**src/rtl/core/dpd_pkg.sv**
```systemverilog
// Shared types, widths and codes for the duplicate-checking priority deque.
package dpd_pkg;

  // Sizing
  localparam int NUM_QUEUES  = 4;
  localparam int QUEUE_DEPTH = 16;
  localparam int SLOTS       = NUM_QUEUES * QUEUE_DEPTH;

  localparam int QW     = (NUM_QUEUES > 1) ? $clog2(NUM_QUEUES) : 1;
  localparam int HW     = (QUEUE_DEPTH > 1) ? $clog2(QUEUE_DEPTH) : 1;
  localparam int CW     = $clog2(QUEUE_DEPTH + 1);
  localparam int PSUM_W = HW + 1;
  localparam int AW     = (SLOTS > 1) ? $clog2(SLOTS) : 1;

  // Field widths
  localparam int CMD_W   = 2;
  localparam int QSEL_W  = 2;
  localparam int KEY_W   = 40;
  localparam int AGE_W   = 8;
  localparam int BLOOD_W = 3;
  localparam int STAT_W  = 2;
  localparam int REC_W   = KEY_W + AGE_W + 1 + BLOOD_W;
  localparam int TDATA_W = ((REC_W + 7) / 8) * 8;
  localparam int TUSER_W = CMD_W + QSEL_W;

  // Command codes
  localparam logic [CMD_W-1:0] CMD_APPEND = 2'd0;
  localparam logic [CMD_W-1:0] CMD_URGENT = 2'd1;
  localparam logic [CMD_W-1:0] CMD_POP    = 2'd2;
  localparam logic [CMD_W-1:0] CMD_UNUSED = 2'd3;

  // Status codes
  localparam logic [STAT_W-1:0] ST_OK     = 2'd0;
  localparam logic [STAT_W-1:0] ST_REJECT = 2'd1;
  localparam logic [STAT_W-1:0] ST_EMPTY  = 2'd2;
  localparam logic [STAT_W-1:0] ST_FULL   = 2'd3;

  // Commit actions taken when the result is loaded
  localparam logic [1:0] ACT_NONE = 2'd0;
  localparam logic [1:0] ACT_ADD  = 2'd1;
  localparam logic [1:0] ACT_POP  = 2'd2;

  // One stored record, key in the low bits
  typedef struct packed {
    logic [BLOOD_W-1:0] blood;
    logic               gender;
    logic [AGE_W-1:0]   age;
    logic [KEY_W-1:0]   key;
  } rec_t;

  // Controller to datapath
  typedef struct packed {
    logic              load_req;
    logic              scan_en;
    logic              pop_rd;
    logic              out_load;
    logic [STAT_W-1:0] res_status;
    logic [1:0]        res_act;
  } dpd_cmd_t;

  // Datapath to controller
  typedef struct packed {
    logic bad_req;
    logic is_pop;
    logic key_zero;
    logic empty;
    logic full;
    logic scan_done;
    logic dup;
    logic out_free;
  } dpd_stat_t;

  // Fold a position sum back into the circular range
  function automatic logic [HW-1:0] wrap_pos(input logic [PSUM_W-1:0] s);
    if (s >= PSUM_W'(QUEUE_DEPTH)) begin
      wrap_pos = HW'(s - PSUM_W'(QUEUE_DEPTH));
    end else begin
      wrap_pos = HW'(s);
    end
  endfunction

  // Flat memory address of a queue position
  function automatic logic [AW-1:0] slot_addr(input logic [QW-1:0] q,
                                              input logic [HW-1:0] pos);
    slot_addr = AW'(32'(q) * QUEUE_DEPTH + 32'(pos));
  endfunction

endpackage

```
**src/rtl/core/dedup_priority_deque.sv**
```systemverilog
// Top level of the duplicate-checking priority deque.
// NUM_QUEUES independent queues of up to QUEUE_DEPTH records each share one
// record memory. A request appends at the tail, inserts at the head, or pops
// the head; every request gives exactly one result with a status. An add first
// walks the addressed queue's stored keys through the memory read port, one
// key per cycle, and checks each against the new key. The next request is
// accepted while a finished result still waits on the output register; a
// request whose result is ready while the previous one is still untaken holds
// until that one is taken. No clearing pass follows reset.
module dedup_priority_deque import dpd_pkg::*; (
  input  logic               clk,
  input  logic               rst,
  input  logic               s_tvalid,
  output logic               s_tready,
  // record_key, record_age, record_gender, record_blood, zero pad
  input  logic [TDATA_W-1:0] s_tdata,
  // command, queue_select
  input  logic [TUSER_W-1:0] s_tuser,
  output logic               m_tvalid,
  input  logic               m_tready,
  // out_key, out_age, out_gender, out_blood, zero pad
  output logic [TDATA_W-1:0] m_tdata,
  // status
  output logic [STAT_W-1:0]  m_tuser
);

  dpd_cmd_t  cmd;
  dpd_stat_t stat;

  // Sequencer
  dpd_ctrl u_ctrl (
    .clk      (clk),
    .rst      (rst),
    .s_tvalid (s_tvalid),
    .s_tready (s_tready),
    .stat     (stat),
    .cmd      (cmd)
  );

  // Storage and result path
  dpd_datapath u_datapath (
    .clk      (clk),
    .rst      (rst),
    .s_tdata  (s_tdata),
    .s_tuser  (s_tuser),
    .cmd      (cmd),
    .stat     (stat),
    .m_tvalid (m_tvalid),
    .m_tready (m_tready),
    .m_tdata  (m_tdata),
    .m_tuser  (m_tuser)
  );

endmodule

```
**src/rtl/core/dpd_ctrl.sv**
```systemverilog
// Request sequencer: accept, classify, scan for duplicates, commit and deliver.
module dpd_ctrl import dpd_pkg::*; (
  input  logic      clk,
  input  logic      rst,
  input  logic      s_tvalid,
  output logic      s_tready,
  input  dpd_stat_t stat,
  output dpd_cmd_t  cmd
);

  localparam logic [2:0] S_IDLE   = 3'd0;
  localparam logic [2:0] S_CHECK  = 3'd1;
  localparam logic [2:0] S_SCAN   = 3'd2;
  localparam logic [2:0] S_POP_RD = 3'd3;
  localparam logic [2:0] S_RESULT = 3'd4;

  logic [2:0]        state, state_next;
  logic [STAT_W-1:0] res_status, res_status_next;
  logic [1:0]        res_act, res_act_next;

  // Next-state and command decode
  always_comb begin
    state_next      = state;
    res_status_next = res_status;
    res_act_next    = res_act;
    s_tready        = 1'b0;
    cmd             = '0;
    cmd.res_status  = res_status;
    cmd.res_act     = res_act;
    case (state)
      S_IDLE: begin
        s_tready = 1'b1;
        if (s_tvalid) begin
          cmd.load_req = 1'b1;
          state_next   = S_CHECK;
        end
      end
      S_CHECK: begin
        res_act_next = ACT_NONE;
        if (stat.bad_req) begin
          res_status_next = ST_REJECT;
          state_next      = S_RESULT;
        end else if (stat.is_pop) begin
          if (stat.empty) begin
            res_status_next = ST_EMPTY;
            state_next      = S_RESULT;
          end else begin
            state_next = S_POP_RD;
          end
        end else if (stat.key_zero) begin
          res_status_next = ST_REJECT;
          state_next      = S_RESULT;
        end else begin
          state_next = S_SCAN;
        end
      end
      S_SCAN: begin
        cmd.scan_en = 1'b1;
        if (stat.scan_done) begin
          state_next = S_RESULT;
          if (stat.dup) begin
            res_status_next = ST_REJECT;
          end else if (stat.full) begin
            res_status_next = ST_FULL;
          end else begin
            res_status_next = ST_OK;
            res_act_next    = ACT_ADD;
          end
        end
      end
      S_POP_RD: begin
        cmd.pop_rd      = 1'b1;
        res_status_next = ST_OK;
        res_act_next    = ACT_POP;
        state_next      = S_RESULT;
      end
      S_RESULT: begin
        if (stat.out_free) begin
          cmd.out_load = 1'b1;
          state_next   = S_IDLE;
        end
      end
      default: begin
        state_next = S_IDLE;
      end
    endcase
  end

  // State registers
  always_ff @(posedge clk) begin
    if (rst) begin
      state      <= S_IDLE;
      res_status <= ST_OK;
      res_act    <= ACT_NONE;
    end else begin
      state      <= state_next;
      res_status <= res_status_next;
      res_act    <= res_act_next;
    end
  end

endmodule

```
**src/rtl/core/dpd_datapath.sv**
```systemverilog
// Record memory, per-queue head and fill registers, key scan and result register.
module dpd_datapath import dpd_pkg::*; (
  input  logic               clk,
  input  logic               rst,
  input  logic [TDATA_W-1:0] s_tdata,
  input  logic [TUSER_W-1:0] s_tuser,
  input  dpd_cmd_t           cmd,
  output dpd_stat_t          stat,
  output logic               m_tvalid,
  input  logic               m_tready,
  output logic [TDATA_W-1:0] m_tdata,
  output logic [STAT_W-1:0]  m_tuser
);

  rec_t mem [SLOTS];

  logic [CMD_W-1:0]  req_cmd;
  logic [QSEL_W-1:0] req_q;
  rec_t              req_rec;

  logic [HW-1:0] head [NUM_QUEUES];
  logic [CW-1:0] fill [NUM_QUEUES];

  logic [CW-1:0] scan_idx;
  logic          rd_valid;
  logic          dup;
  rec_t          rd_data;
  rec_t          out_rec;
  logic [STAT_W-1:0] out_status;

  logic [QW-1:0]     qi;
  logic [HW-1:0]     cur_head;
  logic [CW-1:0]     cur_fill;
  logic              scan_more;
  logic              rd_en;
  logic [AW-1:0]     rd_addr;
  logic              wr_en;
  logic [HW-1:0]     wr_pos;
  logic [AW-1:0]     wr_addr;
  logic              commit_pop;
  logic              out_free;

  // Addressed queue and its pointers
  always_comb begin
    qi        = QW'(req_q);
    cur_head  = head[qi];
    cur_fill  = fill[qi];
    scan_more = (scan_idx < cur_fill);
    out_free  = !m_tvalid || m_tready;
  end

  // Read and write addresses
  always_comb begin
    rd_en   = (cmd.scan_en && scan_more) || cmd.pop_rd;
    rd_addr = slot_addr(qi, wrap_pos(PSUM_W'(cur_head) + PSUM_W'(scan_idx)));
    wr_en   = cmd.out_load && (cmd.res_act == ACT_ADD);
    commit_pop = cmd.out_load && (cmd.res_act == ACT_POP);
    if (req_cmd == CMD_URGENT) begin
      wr_pos = (cur_head == '0) ? HW'(QUEUE_DEPTH - 1) : cur_head - HW'(1);
    end else begin
      wr_pos = wrap_pos(PSUM_W'(cur_head) + PSUM_W'(cur_fill));
    end
    wr_addr = slot_addr(qi, wr_pos);
  end

  // Status toward the controller
  always_comb begin
    stat.bad_req   = (32'(req_q) >= NUM_QUEUES) || (req_cmd == CMD_UNUSED);
    stat.is_pop    = (req_cmd == CMD_POP);
    stat.key_zero  = (req_rec.key == '0);
    stat.empty     = (cur_fill == '0);
    stat.full      = (cur_fill >= CW'(QUEUE_DEPTH));
    stat.scan_done = !scan_more && !rd_valid;
    stat.dup       = dup;
    stat.out_free  = out_free;
  end

  // Capture the request
  always_ff @(posedge clk) begin
    if (rst) begin
      req_cmd <= CMD_APPEND;
      req_q   <= '0;
    end else if (cmd.load_req) begin
      req_cmd <= s_tuser[CMD_W-1:0];
      req_q   <= s_tuser[CMD_W +: QSEL_W];
    end
  end

  always_ff @(posedge clk) begin
    if (cmd.load_req) begin
      req_rec <= rec_t'(s_tdata[REC_W-1:0]);
    end
  end

  // Walk the stored keys, one read per cycle, compare in the cycle after each read
  always_ff @(posedge clk) begin
    if (rst) begin
      scan_idx <= '0;
      rd_valid <= 1'b0;
      dup      <= 1'b0;
    end else if (cmd.load_req) begin
      scan_idx <= '0;
      rd_valid <= 1'b0;
      dup      <= 1'b0;
    end else if (cmd.scan_en) begin
      rd_valid <= scan_more;
      if (scan_more) begin
        scan_idx <= scan_idx + CW'(1);
      end
      if (rd_valid && (rd_data.key == req_rec.key)) begin
        dup <= 1'b1;
      end
    end
  end

  // Record memory
  always_ff @(posedge clk) begin
    if (wr_en) begin
      mem[wr_addr] <= req_rec;
    end
    if (rd_en) begin
      rd_data <= mem[rd_addr];
    end
  end

  // Advance head and fill on commit
  always_ff @(posedge clk) begin
    if (rst) begin
      for (int i = 0; i < NUM_QUEUES; i++) begin
        head[i] <= '0;
        fill[i] <= '0;
      end
    end else if (wr_en) begin
      fill[qi] <= cur_fill + CW'(1);
      if (req_cmd == CMD_URGENT) begin
        head[qi] <= wr_pos;
      end
    end else if (commit_pop) begin
      fill[qi] <= cur_fill - CW'(1);
      head[qi] <= wrap_pos(PSUM_W'(cur_head) + PSUM_W'(1));
    end
  end

  // Hold the result until taken
  always_ff @(posedge clk) begin
    if (rst) begin
      m_tvalid <= 1'b0;
    end else if (cmd.out_load) begin
      m_tvalid <= 1'b1;
    end else if (m_tready) begin
      m_tvalid <= 1'b0;
    end
  end

  always_ff @(posedge clk) begin
    if (cmd.out_load) begin
      out_status <= cmd.res_status;
      out_rec    <= (cmd.res_act == ACT_POP) ? rd_data : '0;
    end
  end

  assign m_tdata = TDATA_W'(out_rec);
  assign m_tuser = out_status;

`ifndef ASSERT_OFF
  a_fill_bound: assert property (@(posedge clk) disable iff (rst)
    cur_fill <= CW'(QUEUE_DEPTH))
    else $error("fill count above queue depth");
  a_load_free: assert property (@(posedge clk) disable iff (rst)
    cmd.out_load |-> out_free)
    else $error("result loaded over an untaken result");
  a_pop_nonempty: assert property (@(posedge clk) disable iff (rst)
    commit_pop |-> (cur_fill != '0))
    else $error("pop committed on an empty queue");
  a_add_room: assert property (@(posedge clk) disable iff (rst)
    wr_en |-> ((cur_fill < CW'(QUEUE_DEPTH)) && !dup && (req_rec.key != '0)))
    else $error("add committed to a full queue or with a bad key");
  a_scan_read: assert property (@(posedge clk) disable iff (rst)
    (cmd.scan_en && scan_more) |=> rd_valid)
    else $error("scan read not followed by a compare");
`endif

endmodule
```
**config.mk**
```make
export PLATFORM = sky130hd
export DESIGN_NAME = dedup_priority_deque
export DESIGN_NICKNAME = d
export VERILOG_FILES = /design/src/rtl/core/dpd_pkg.sv /design/src/rtl/core/dedup_priority_deque.sv /design/src/rtl/core/dpd_ctrl.sv /design/src/rtl/core/dpd_datapath.sv
export SDC_FILE = /design/constraint.sdc
export NUM_CORES = 2
export LEC_CHECK = 0
export ABC_AREA = 1
export BUFFER_PORTS_ARGS = -buffer_cell sky130_fd_sc_hd__buf_2
export CAP_MARGIN = 40
export CELL_PAD_IN_SITES_DETAIL_PLACEMENT = 1
export CELL_PAD_IN_SITES_GLOBAL_PLACEMENT = 1
export CORE_AREA = 10 10 977 496
export DETAILED_ROUTE_END_ITERATION = 10
export DIE_AREA = 0 0 987 506
export PLACE_DENSITY = 0.56
export SLEW_MARGIN = 10
export SYNTH_ARGS = -nofsm -noshare
export SYNTH_HDL_FRONTEND = slang
export SYNTH_SLANG_ARGS = --single-unit
export TNS_END_PERCENT = 1
```
**constraint.sdc**
```tcl
create_clock -name clk -period 7 [get_ports clk]
set_input_delay 1.4 -clock clk [delete_from_list [all_inputs] [get_ports clk]]
set_output_delay 1.4 -clock clk [all_outputs]
set_load 0.02 [all_outputs]
```
-- Word level (Yosys, flattened, before mapping)
Memory sizes are Yosys's and may differ from the RTL's. A register that Yosys moved wholly into a read port is not among the register bits.
Index checks and enable logic that the tools add are counted.
- bits in writable memories: 3364
- memories: 3
- logic and storage cells: 144
- output and inout bits: 60
- register bits after elaboration: 125
- input port bits: 64
- memories (name ; words ; width ; rd ports ; clocked after memory_dff ; write ports ; line ; text):
    u_datapath.mem ; 64 ; 52 ; 1 ; 1 ; 1 ; dpd_datapath.sv:15 ; rec_t mem [SLOTS];
    u_datapath.fill ; 4 ; 5 ; 1 ; 1 ; 4 ; dpd_datapath.sv:22 ; logic [CW-1:0] fill [NUM_QUEUES];
    u_datapath.head ; 4 ; 4 ; 1 ; 1 ; 4 ; dpd_datapath.sv:21 ; logic [HW-1:0] head [NUM_QUEUES];
- bitwise logic cells: 2
- reduce and logical (&&, ||, !) cells: 24
- add/subtract/negate cells: 12
- muxes and demuxes: 63
- eq/ne operators: 17
- $lt $le $gt $ge: 5
- operators with widths (operator ; count):
    40-bit equality test ; 1
    40-bit logical NOT ; 1
    4-bit 2-to-1 mux ; 10
    2-bit 2-to-1 mux ; 16
    1-bit 2-to-1 mux ; 25
    3-bit 2-to-1 mux ; 7
    5-bit >= comparator (second input constant) ; 4
    4-bit by 1-bit subtractor with 4-bit output (second input constant) ; 4
    3-bit one-hot mux with 5 select lines ; 1
    6-bit by 4-bit adder with 6-bit output ; 2
    2-bit one-hot mux with 3 select lines ; 2
    4-bit by 5-bit adder with 5-bit output ; 2
    5-bit by 1-bit adder with 5-bit output (second input constant) ; 2
    5-bit 2-to-1 mux ; 2
    2-bit inequality test (second input constant) ; 4
    4-bit inequality test (second input constant) ; 2
    4-bit AND reduction ; 2
    2-bit equality test (second input constant) ; 3
    3-bit by 2-bit equality test with 1-bit output (second input constant) ; 2
    4-bit by 1-bit adder with 5-bit output (second input constant) ; 1
    1-bit logical AND ; 5
    5-bit logical NOT ; 1
    5-bit < comparator ; 1
    5-bit OR reduction ; 1
    16 further kinds ; 22

-- Logic depth before layout (Yosys ltp)
- depth after elaboration: 12
- depth in mapped cells: 23
- depth with buffers taken out: 18

-- Modules after synthesis
Synthesis repeated with hierarchy kept, for this count alone.
- cell total of the unflattened synthesis: 12862
- area, all modules: 145687.2 um^2
- by module, submodules not included (module ; times used ; area each (um^2) ; cells each):
    dpd_datapath ; 1 ; 145259.3 ; 12791
    dpd_ctrl ; 1 ; 427.9 ; 71

-- Least setup slack after synthesis
No wires, ideal clock.
- path type: input-to-reg
- start point: input m_tready
- end point: memory u_datapath.mem[22][0] (netlist name) (enable)
- cell stages on the path: 10
- library setup time: 0.462 ns
- data arrival time: 5.862 ns
- data required time: 6.538 ns
- buffers on the path: 0
- path slack: 0.675 ns
- cells stage by stage: inv_1 > nand2_1 > inv_1 > nor2_2 > nand2_1 > inv_1 > nand2_1 > nor2_1 > nand2_1 > nor2_1
- RTL lines (what ; line ; text):
    start: declaration ; dedup_priority_deque.sv:20 ; input logic m_tready,
    end: declaration ; dpd_datapath.sv:15 ;

==> metrics.md <==
| Metric | Value |
|---|---|
| Slew Viols, Final | 0 |
| Power density cells | 457 nW/um^2 |
| Avg WL per Cell | 31.1 microns |
| Most used cell along the critical path | nand2_1 |
| Num CTS Buffers | 327 |
| Die area | 499000 sq um |
| IO Pins | 124 |
| Worst hold path stage count | 0 |
| Post-synth top area share | 0.756 |
| Total setup buffers inserted after CTS | 0 |
| Sw Pwr | 31.2 mW |
| Residual DRC | 0 |
| Initial Util | 0.299 |
| Final hold viol count | 0 |
| Worst relative slew slack | 0.250 |
| Initial DRT Pass Iterations | 6 |
| Worst reg2reg path depth | 18 |
| Total Neg Setup Slack | 0 ns |
| Max-cap violations | 0 |
| Std-Cell Rows | 178 |
| Share of layout cells above drive strength 1 | 0.0941 |
| Top FF cell, synth | edfxtp_1 |
| Root buf cell | clkbuf_16 |
| Syn avg cell area | 12.8 sq um |
| Post_cts resized | 0 |
| YS warnings | 0 |
| Sum of buffers and inverters on the critical path | 6 |
| Stages on the worst setup path | 18 |
| IO buf count | 115 |
| Die Span X | slightly below 1 mm |
| Hold buffer count at cts | 0 |
| Critical R2R Capture | u_datapath.rd_data[9] |
| Worst VDD drop | approximately 0.58 mV |
| CTS tree | built |
| Via count | 97400 |
| Synth area leaders | edfxtp_1 76%, o21ai_0 6.1%, nor2_1 5.3% |
| Switching portion of total power | 0.423 |
| Dpl cell area | 150000 sq um |
| Clk buf depth | 4 |
| Drt total wl | 549 mm |
| Setup-failing EPs final | 0 |
| Detailed placement HPWL | 308 mm |
| Final net count | between 10000 and 15000 |
| Chip height | 506 microns |
| Starting DRT DRC Count | approximately 13000 |
| Cell Int Power | 42.5 mW |
| Clk sinks | 3543 |
| Worst skew pair latency | 0.95 ns |
| Startpoint types | flip-flop |
| Crit-path max FO | 72 |
| Max Clk Rate | around 180 MHz |
| Post-synthesis cell type count | 39 |
| Seq/Total Area, Yosys | 0.759 |
| Vias per inst | 5.52 |
| Largest net degree at the start of global routing | 187 |
| Routability cong. | 0.801 |
| Area of the core | 468000 sq um |
| Final core occ | 0.344 |
| CTS clk-pin slew, worst paths | ~0.060 ns |
| Crit-path slowest cell | fa_4 |
| Required @ worst endpoint | 7.66 ns |
| Biggest area consumer among synthesized cells | edfxtp_1 |
| Cell family with most CP delay | buffers and inverters |
| Endpoint kind of the worst setup timing path | flip-flop |
| Tmin final | 5.56 ns |
| Yosys reg bits | 3543 |
| FF-to-FF setup slack | about 1.4 ns |
| Slowest stage delay, CP | approximately 1.3 ns |
| Tcrit/Tclk final | 0.794 |
| Clock skew | ~0.045 ns |
| Worst EP arrival | 6.22 ns |
| WHS | 0.452 ns |
| Measured slew at the worst slew-check pin | 1.13 ns |
| WS Path Type | reg -> reg |
| Status | finished, final reports clean |
| Antenna-violating nets left | 0 |
| Total GRT Usage | 0.210 |
| Post-synth ARST share | 0 |
| HP Class | reg -> reg |
| Synthesis-to-layout area growth | 15.0% |
| Initial antenna violation count | 37 |
| Reg power frac | 0.347 |
| Mapped cell area | 140000 sq um |
| H-tree levels | 5 |
| LEAKAGE | between 50 and 60 nW |
| CP Cell Sequence | buf_4 -> inv_6 -> nand2_1 -> nand3_1 -> nand2_1 -> inv_1 -> ha_4 -> fa_4 -> inv_8 -> buf_12 -> o21ai_0 -> o22ai_1 -> nand2_1 -> nand3_1 -> nand3_1 -> nand2_1 -> inv_1 -> nand2_1 |
| Critical Path Sink | u_datapath.rd_data[9] |
| Gr ovfl total | 0 |
| First-pass GRT wire length | 758 mm |
| Combinational share of power | 0.407 |
| Vias in the first global route | 95900 |
| EDFF count, synth | about 3500 |
| RSZ-0062 raised after global routing | no |
| Cell area after layout | 161000 sq um |
| Clock power frac | 0.246 |
| Cell count after synthesis | 11000 |
## flip-flops by register name, summed over array words and instances (netlist names), 3 cells and up, named ones only
signal,count
u_datapath.head,16
u_ctrl.state,3
u_datapath.rd_data,52
u_datapath.m_tdata,52
u_datapath.req_rec,52
u_datapath.fill,20
u_datapath.scan_idx,5
u_datapath.mem,3328
## worst min path at each step
stage | startpoint | end
2_1_floorplan | u_ctrl.res_status[0] | u_datapath.m_tuser[0]
3_3_place_gp | u_ctrl.res_status[1] | u_datapath.m_tuser[1]
3_5_place_dp | u_ctrl.res_status[1] | u_datapath.m_tuser[1]
4_1_cts | u_ctrl.res_status[1] | u_datapath.m_tuser[1]
5_1_grt | u_ctrl.res_status[1] | u_datapath.m_tuser[1]
6_report | u_ctrl.res_status[1] | u_datapath.m_tuser[1]
## cell families (layout without fill, tap and decap cells)
logic type	after synthesis	in the layout	share of synthesized area
adder cells (fa/ha/maj)	16	16	0.00154
buffers and inverters	962	1339	0.0306
flip-flops	3543	3543	0.759
AND/OR/NAND/NOR	3860	3860	0.110
XOR/XNOR	22	22	0.00138
AO/OA/AOI/OAI	2548	2548	0.0978
other	1	12	0.0000268
## cells in the mapped netlist (2+ instances only)
| cell | count |
|---|---|
| inv_4 | 2 |
| o22ai_1 | 732 |
| or2_2 | 7 |
| clkbuf_1 | 417 |
| fa_1 | 2 |
| xnor2_1 | 13 |
| inv_1 | 223 |
| xor2_1 | 9 |
| o2111ai_1 | 2 |
| buf_6 | 21 |
| clkbuf_8 | 2 |
| clkbuf_2 | 11 |
| buf_4 | 65 |
| ha_1 | 14 |
| nand2_2 | 5 |
| inv_2 | 5 |
| buf_2 | 180 |
| buf_1 | 34 |
| nand2_1 | 1175 |
| nand3_1 | 668 |
| nor2_1 | 1981 |
| dfxtp_1 | 21 |
| nor3_1 | 5 |
| o21ai_0 | 1707 |
| o21ai_1 | 84 |
| nor2_2 | 3 |
| nand4_1 | 12 |
| a21oi_1 | 20 |
| edfxtp_1 | 3522 |
## power by group through the flow
stage	combinational, mW	sequential [mW]	clock, mW
6_report	30.0	25.6	18.1
5_1_grt	32.5	25.6	19.2
4_1_cts	29.5	25.6	18.3
3_5_place_dp	29.3	26.1	0
3_3_place_gp	28.0	26.1	0
2_1_floorplan	16.9	26.5	0
## cell type report
class	count	area (sq um)
well taps	6300	7880
clock buffers	399	8580
diodes	8	20.0
repair buffers	514	5590
fillers	49600	307000
flip-flops and latches	3543	106000
multi-input cells	6450	30100
inverters	232	921
clock inverters	194	1700
## metal layers
metal | up-vias | share of wire | GRT usage
met2 | 4786 | 0.42 | 0.304
met4 | 8 | 0.029 | 0.0545
met1 | 51700 | 0.46 | 0.320
met3 | 768 | 0.097 | 0.0390
li1 | 40200 | - | -
met5 | - | 0.00012 | 0
## placed cells by master (no fill, tap or decap), drive strengths merged, types with 2 or more instances in the layout
cell type and n:
edfxtp 3522, nor3 5, bufinv 23, o21ai 1792, clkbuf 400, a21oi 20, nand2 1180, ha 14
or2 7, inv 252, dfxtp 21, clkinv 139, buf 513, o2111ai 2, conb 4, diode 8
nor2 1984, xnor2 13, xor2 9, o22ai 732, nand4 12, fa 2, clkinvlp 12, nand3 669
## worst register-to-register path, stage by stage, from the launching register on
cell	delay [ns]
dfxtp_1	0.31
buf_4	0.28
inv_6	0.14
nand2_1	0.09
nand3_1	0.09
nand2_1	0.19
inv_1	0.23
ha_4	0.24
fa_4	1.30
inv_8	0.39
buf_12	0.63
o21ai_0	0.11
o22ai_1	0.16
nand2_1	0.09
nand3_1	0.38
nand3_1	0.23
nand2_1	0.12
inv_1	0.13
nand2_1	0.17
## through the flow
stage                     setup slack [ns]  power (mW)  cells
after global placement                1.71        54.1  17000
after CTS                             1.61        73.4  17600
final                                 1.44        73.6  17600
after detailed placement              1.65        55.4  17000
after global routing                  1.15        77.3  17600
after floorplan                      0.675        43.4  11000
(Power assumes the default switching activity.)
